$ cat config.mk
export PLATFORM = sky130hd
export DESIGN_NAME = lcs_length_engine
export DESIGN_NICKNAME = d
export VERILOG_FILES = /design/src/sv/lcs_pkg.sv /design/src/sv/lcs_cell.sv /design/src/sv/lcs_length_engine.sv
export VERILOG_INCLUDE_DIRS = /design/src /design/src/sv
export SDC_FILE = /design/constraint.sdc
export NUM_CORES = 2
export LEC_CHECK = 0
export ABC_CLOCK_PERIOD_IN_PS = 5700
export BUFFER_PORTS_ARGS = -buffer_cell sky130_fd_sc_hd__buf_2
export CAP_MARGIN = 20
export CORE_ASPECT_RATIO = 2
export CORE_MARGIN = 2
export CORE_UTILIZATION = 57
export CTS_BUF_LIST = sky130_fd_sc_hd__clkbuf_8
export CTS_CLUSTER_SIZE = 10
export DETAILED_ROUTE_END_ITERATION = 16
export PLACE_DENSITY = 0.75
export SYNTH_ARGS = -nofsm -noshare
export SYNTH_HDL_FRONTEND = slang
export SYNTH_SLANG_ARGS = --single-unit
$ cat constraint.sdc
create_clock -name clk -period 5.7 [get_ports clk]
set_clock_uncertainty 0.2 [all_clocks]
set_input_delay 1.425 -clock clk [delete_from_list [all_inputs] [get_ports clk]]
set_output_delay 1.425 -clock clk [all_outputs]
set_load 0.05 [all_outputs]
$ cat src/sv/assert_macros.svh
// Assertion helpers, included by lcs_length_engine.
`ifndef ASSERT_MACROS_SVH
`define ASSERT_MACROS_SVH

// Property that must hold on every clock edge out of reset.
`define CHK_ALWAYS(label, ck, rs, expr, msg) \
  label: assert property (@(posedge ck) disable iff (rs) (expr)) else $error(msg);

// Same-cycle implication.
`define CHK_IMPL(label, ck, rs, ante, cons, msg) \
  label: assert property (@(posedge ck) disable iff (rs) (ante) |-> (cons)) else $error(msg);

// Next-cycle implication.
`define CHK_NEXT(label, ck, rs, ante, cons, msg) \
  label: assert property (@(posedge ck) disable iff (rs) (ante) |=> (cons)) else $error(msg);

`endif

$ cat src/sv/lcs_pkg.sv
package lcs_pkg;

  // Default capacity of the reference store
  localparam int MAX_Y_LEN_DEF = 64;

  // Width of the reported length and its saturation value
  localparam int LEN_W   = 7;
  localparam int LEN_MAX = 127;

  localparam int SYM_W = 8;

  // Input item action codes; the last code is unused and ignored
  typedef enum logic [1:0] {
    ACT_LOAD   = 2'd0,
    ACT_STEP   = 2'd1,
    ACT_FINISH = 2'd2,
    ACT_UNUSED = 2'd3
  } act_t;

  // Control part of the token that travels down the cell chain
  typedef struct packed {
    logic             vld;
    act_t             op;
    logic [SYM_W-1:0] sym;
  } tok_ctl_t;

endpackage

$ cat src/sv/lcs_cell.sv
// One reference position: holds its byte and its score, and passes the
// token (action, stream byte, diagonal and left scores) to the next cell.
module lcs_cell #(
  parameter int MAX_Y_LEN = lcs_pkg::MAX_Y_LEN_DEF,
  parameter int IDX       = 0,
  localparam int SW = $clog2(MAX_Y_LEN + 1),
  localparam int CW = $clog2(MAX_Y_LEN + 1)
) (
  input  logic               clk,
  input  logic               rst,
  input  logic [CW-1:0]      ref_count,
  input  lcs_pkg::tok_ctl_t  ctl_in,
  input  logic [SW-1:0]      diag_in,
  input  logic [SW-1:0]      left_in,
  output lcs_pkg::tok_ctl_t  ctl_out,
  output logic [SW-1:0]      diag_out,
  output logic [SW-1:0]      left_out
);

  logic [lcs_pkg::SYM_W-1:0] ref_byte;
  logic [SW-1:0]             score;
  logic [SW-1:0]             nv;
  logic                      active;
  logic                      capture;
  logic                      upd;

  // Position holds a loaded byte; a load lands in the first free position
  assign active  = ref_count > CW'(IDX);
  assign capture = ctl_in.vld && (ctl_in.op == lcs_pkg::ACT_LOAD) &&
                   (ref_count == CW'(IDX));
  assign upd     = ctl_in.vld && (ctl_in.op == lcs_pkg::ACT_STEP) && active;

  // Recurrence: match takes diagonal plus one, else max of up and left
  always_comb begin
    if (ref_byte == ctl_in.sym) begin
      nv = diag_in + SW'(1);
    end else if (score >= left_in) begin
      nv = score;
    end else begin
      nv = left_in;
    end
  end

  // Stored byte and score
  always_ff @(posedge clk) begin
    if (capture) begin
      ref_byte <= ctl_in.sym;
      score    <= left_in;
    end else if (upd) begin
      score <= nv;
    end
  end

  // Token hand-off to the neighbour; only the valid bit is reset
  always_ff @(posedge clk) begin
    if (rst) begin
      ctl_out.vld <= 1'b0;
    end else begin
      ctl_out.vld <= ctl_in.vld;
    end
    ctl_out.op  <= ctl_in.op;
    ctl_out.sym <= ctl_in.sym;
    if (active) begin
      diag_out <= score;
      left_out <= upd ? nv : score;
    end else begin
      diag_out <= diag_in;
      left_out <= left_in;
    end
  end

endmodule

$ cat src/sv/lcs_length_engine.sv
// LCS length engine. Load a reference string one byte per item (action 0),
// stream the other string one byte per item (action 1), then send a finish
// item (action 2) to get the length of the longest common subsequence and an
// overflow flag, after which the engine is empty again. The reference is held
// in a chain of MAX_Y_LEN cells, one per position; every item is sent down
// the chain as a token moving one cell per clock, so each item occupies the
// engine until its token leaves the last cell, and one item is in work at a
// time. Reference bytes past MAX_Y_LEN are dropped and set the overflow flag;
// lengths above 127 saturate. Action 3 is accepted and ignored at once.
// A finish item is taken only when the result register is free or being read.
`include "assert_macros.svh"

module lcs_length_engine #(
  parameter int MAX_Y_LEN = lcs_pkg::MAX_Y_LEN_DEF
) (
  input  logic                       clk,
  input  logic                       rst,
  input  logic                       in_valid,
  output logic                       in_ready,
  input  logic [1:0]                 action,
  input  logic [lcs_pkg::SYM_W-1:0]  symbol,
  output logic                       out_valid,
  input  logic                       out_ready,
  output logic [lcs_pkg::LEN_W-1:0]  lcs_length,
  output logic                       ref_overflow
);

  localparam int SW = $clog2(MAX_Y_LEN + 1);
  localparam int CW = $clog2(MAX_Y_LEN + 1);
  localparam int XW = (SW > lcs_pkg::LEN_W) ? SW : lcs_pkg::LEN_W;

  lcs_pkg::tok_ctl_t ctl  [MAX_Y_LEN+1];
  logic [SW-1:0]     diag [MAX_Y_LEN+1];
  logic [SW-1:0]     left [MAX_Y_LEN+1];

  logic          busy;
  logic [CW-1:0] ref_count;
  logic          overflow_flag;
  logic          accept;
  logic          fin_exit;
  logic [XW-1:0] fin_x;

  // Input handshake; a finish needs the result register free or being read
  assign in_ready = !busy &&
                    ((action != lcs_pkg::ACT_FINISH) || !out_valid || out_ready);
  assign accept   = in_valid && in_ready;

  // Token into the first cell; unused action sends nothing
  always_comb begin
    ctl[0].vld = accept && (action != lcs_pkg::ACT_UNUSED);
    ctl[0].op  = lcs_pkg::act_t'(action);
    ctl[0].sym = symbol;
    diag[0]    = '0;
    left[0]    = '0;
  end

  // Cell chain
  for (genvar j = 0; j < MAX_Y_LEN; j++) begin : g_cell
    lcs_cell #(
      .MAX_Y_LEN (MAX_Y_LEN),
      .IDX       (j)
    ) u_cell (
      .clk       (clk),
      .rst       (rst),
      .ref_count (ref_count),
      .ctl_in    (ctl[j]),
      .diag_in   (diag[j]),
      .left_in   (left[j]),
      .ctl_out   (ctl[j+1]),
      .diag_out  (diag[j+1]),
      .left_out  (left[j+1])
    );
  end

  assign fin_exit = ctl[MAX_Y_LEN].vld && (ctl[MAX_Y_LEN].op == lcs_pkg::ACT_FINISH);
  assign fin_x    = XW'(left[MAX_Y_LEN]);

  // Busy from a token entering the chain until it leaves; commit at exit
  always_ff @(posedge clk) begin
    if (rst) begin
      busy          <= 1'b0;
      ref_count     <= '0;
      overflow_flag <= 1'b0;
    end else begin
      if (ctl[0].vld) begin
        busy <= 1'b1;
      end else if (ctl[MAX_Y_LEN].vld) begin
        busy <= 1'b0;
      end
      if (ctl[MAX_Y_LEN].vld) begin
        unique case (ctl[MAX_Y_LEN].op)
          lcs_pkg::ACT_LOAD: begin
            if (ref_count == CW'(MAX_Y_LEN)) begin
              overflow_flag <= 1'b1;
            end else begin
              ref_count <= ref_count + CW'(1);
            end
          end
          lcs_pkg::ACT_FINISH: begin
            ref_count     <= '0;
            overflow_flag <= 1'b0;
          end
          default: ;
        endcase
      end
    end
  end

  // Result register
  always_ff @(posedge clk) begin
    if (rst) begin
      out_valid <= 1'b0;
    end else if (fin_exit) begin
      out_valid <= 1'b1;
    end else if (out_ready) begin
      out_valid <= 1'b0;
    end
  end

  always_ff @(posedge clk) begin
    if (fin_exit) begin
      lcs_length   <= (fin_x > XW'(lcs_pkg::LEN_MAX)) ?
                      lcs_pkg::LEN_W'(lcs_pkg::LEN_MAX) : fin_x[lcs_pkg::LEN_W-1:0];
      ref_overflow <= overflow_flag;
    end
  end

  // Checks
  `CHK_ALWAYS(a_count_range, clk, rst, ref_count <= CW'(MAX_Y_LEN), "ref_count past capacity")
  `CHK_IMPL(a_exit_busy, clk, rst, ctl[MAX_Y_LEN].vld, busy, "token left chain while idle")
  `CHK_IMPL(a_fin_free, clk, rst, fin_exit, !out_valid || out_ready, "result register overrun")
  `CHK_IMPL(a_out_src, clk, rst, $rose(out_valid), $past(fin_exit), "result without finish")

endmodule
==> impl_metrics.csv <==
group,metric,value,unit
status,status,"complete, no violations",
yosys,synth_seq_cells,2563,
power,p_leak,44.1,nW
grt,grt_remaining_overflow,0,
yosys,synth-async-reset-ratio,0,
flow_run,drv_cap,0,
timing,timing.final.crit_period,4160,ps
routing,wire_per_inst,19.1,um
cts,cts_buffers,347,
place,gp_congestion,0.948,
yosys,seq_area_frac_synth,0.552,
routing,wirelength,244000,um
grt,grt_antenna_before_repair,7,
setup_path,critPathLaunch,"ref_count[6]",
yosys,synth_largest_area_cell,"dfxtp_1",
grt,track_usage,0.262,
timing,setup_viol,0,
cts,clkSlewWorstSetupHoldPaths,70,ps
setup_path,cp-end-kind,"flop",
floorplanning,die_h,603,um
cts,worstSkewPairLatency,980,ps
power,p_total,33.3,mW
routing,vias,72804,
place,portBuffers,23,
routing,postRouteAntennaNets,0,
yosys,syn-instance-count,9924,
yosys,syn_area_per_cell,10.3,sq um
floorplanning,core_area,179000,sq um
cts,cts_tree,"yes",
cells_and_area,drive_gt1_frac,0.0829,
cts,cts_max_path_buffers,4,
timing,fmax,0.240,GHz
floorplanning,die-area,183000,sq um
timing,worst_pin_slew,1110,ps
min_path,min_from,"g_cell[59].u_cell.ctl_out[9]",
floorplanning,start_util,0.572,
routing,drt-pass1-iter-count,9,
yosys,syn_area,102000,sq um
cells_and_area,seqCellArea,56500,sq um
min_path,hp-class,"reg -> reg",
cts,hold_buffers,0,
yosys,synth_edf_count,520,
timing,tns,0,ps
grt,grt_pass1_wl,386000,um
cts,ctsResizeCount,0,
yosys,ys.warnings.count,0,
grt,grt_max_degree,53,
floorplanning,io_pins,24,
cells_and_area,fillers,14361,
power,powerDensity,298,nW/um^2
setup_path,cp-start-kind,"flop",
power,ir_drop,291,uV
cts,clock_sinks,2563,
setup_path,worstPathArrival,4780,ps
grt,grt_pass1_vias,70798,
timing,fin_hold_ws,105,ps
place,dp_hpwl,181000,um
setup_path,crit_path_max_incr_delay,870,ps
setup_path,crit_chain,"buf_4 -> or4_1 -> o32ai_4 -> or3b_1 -> nor2_1 -> a2bb2oi_1 -> o22a_1",
cells_and_area,multi_input_area,42600,sq um
yosys,synth_flop_cell,"dfxtp_1",
setup_path,crit_type,"reg -> reg",
routing,via_per_inst,5.70,
setup_path,worstPathRequired,6320,ps
timing,max_slew_margin,0.252,
timing,rsz0062_at_grt,"false",
setup_path,crit_slowest_cell,"dfxtp_2",
floorplanning,num_rows,220,
setup_path,worstReg2RegStart,"ref_count[6]",
setup_path,r2r_slack,1540,ps
cts,root_buffer,"clkbuf_8",
cells_and_area,syn2layout_area_growth,9.42,%
timing,hold_violations,0,
timing,slew_viol_final,0,
routing,drc,0,
yosys,synth_top_area_frac,0.400,
yosys,ys_top_cells_by_area,"dfxtp_1 (40%), edfxtp_1 (15%), ha_1 (6.2%), nand2_1 (4.7%), xor2_1 (4.6%)",
timing,fin_crit_sh,0.730,
yosys,syn_nets,10446,
yosys,yosysUniqueCellTypes,117,
setup_path,cp_max_fo,32,
floorplanning,die_w,304,um
cts,htree_levels,5,
routing,drt_iter0_markers,6047,
cts,cts_setup_buffers,0,
cells_and_area,num-nets-final,10671,
==> cells by family after synthesis <==
| family | count (synthesis) | share of synthesized area |
|---|---|---|
| and+or+nand+nor | 3147 | 0.147 |
| buffers and inverters | 830 | 0.0320 |
| muxes | 81 | 0.00885 |
| xor gates and xnor gates | 829 | 0.0709 |
| AOI/OAI and AO/OA | 1966 | 0.126 |
| adders and majority gates | 508 | 0.0621 |
| DFF | 2563 | 0.552 |
==> worst max-delay path, delay by kind of cell (launching register included) <==
family                 cells  cell delay, ps
AOI/OAI and AO/OA          3             700
buffers and inverters      1             420
DFF                        1             870
and+or+nand+nor            3            1790
==> path summary, 6_finish.rpt <==
kind,end,depth (start not counted)
min reg2reg,g_cell[60].u_cell.ctl_out[9],0
max reg2reg,g_cell[1].u_cell.score[3],7
min,g_cell[60].u_cell.ctl_out[9],0
max,g_cell[1].u_cell.score[3],7
==> flip-flops by register name, indices dropped and copies added, names as in the netlist <==
| name | flops |
|---|---|
| g_cell.u_cell.left_out | 448 |
| g_cell.u_cell.ctl_out | 696 |
| g_cell.u_cell.ref_byte | 512 |
| out_valid | 1 |
| g_cell.u_cell.score | 448 |
| ref_overflow | 1 |
| lcs_length | 7 |
| ref_count | 7 |
| overflow_flag | 1 |
| busy | 1 |
| g_cell.u_cell.diag_out | 441 |
==> synth_stat cells (156+ instances only) <==
master / number
ha_1: 508
xor2_1: 543
o21ai_0: 286
inv_1: 601
a21oi_1: 648
o22ai_1: 207
nor2_1: 642
nand4_1: 156
o22a_1: 181
xnor2_1: 286
nand2_1: 1285
dfxtp_1: 2043
edfxtp_1: 520
nand3_1: 293
==> report_power, final <==
| group | internal (mW) | leakage (nW) | switching, mW |
|---|---|---|---|
| registers | 18.7 | 21.1 | 0.276 |
| logic | 0.170 | 19.0 | 0.177 |
| clock network | 7.22 | 4.04 | 6.77 |
| total | 26.1 | 44.1 | 7.23 |
==> per-layer routing <==
layer  share of wire  wire length, um  up-vias  track usage
met1            0.43           104000    34454        0.340
met4           0.047            11400        2        0.126
met2            0.47           114000     2397        0.431
met5        0.000053               13        -            0
li1                -                -    35410            -
met3           0.060            14600      541       0.0363
==> per-stage QoR <==
stage | util | instance area, sq um | worst slack (ps) | std cells
after detailed placement | 0.587 | 105000 | 1720 | 12126
after floorplan | - | 102000 | 1740 | 9924
after CTS | 0.626 | 112000 | 1650 | 12757
final | 0.626 | 112000 | 1540 | 12765
after global placement | 0.587 | 105000 | 1580 | 12124
after global routing | 0.626 | 112000 | 1410 | 12764
==> layout by cell type, fill, tap and decap left out, drive strengths merged, types with 39 or more instances in the layout <==
master   instances
o21a            47
dfxtp         2043
and4            39
nor4           136
clkbuf         405
nand2         1293
mux2            76
a2bb2oi         57
a31oi          108
o21ai          352
xnor2          286
nor2b          123
and2            69
nand3          295
o221a           65
ha             508
nand2b          74
inv            739
and3           105
nor2           644
a21oi          667
clkinv          87
nand4          156
edfxtp         520
xor2           543
or4             39
buf             83
o22ai          210
o22a           181
a21o            44
==> final cells by class <==
cell class | instances | area share
clock buffers | 403 | 0.0495
repair buffers | 85 | 0.00522
flip-flops and latches | 2563 | 0.505
inverters | 621 | 0.0208
multi-input cells | 6531 | 0.381
well taps | 2331 | 0.0260
clock inverters | 228 | 0.0129
diodes | 3 | 0.0000670
Power figures use the tool's default switching activity.
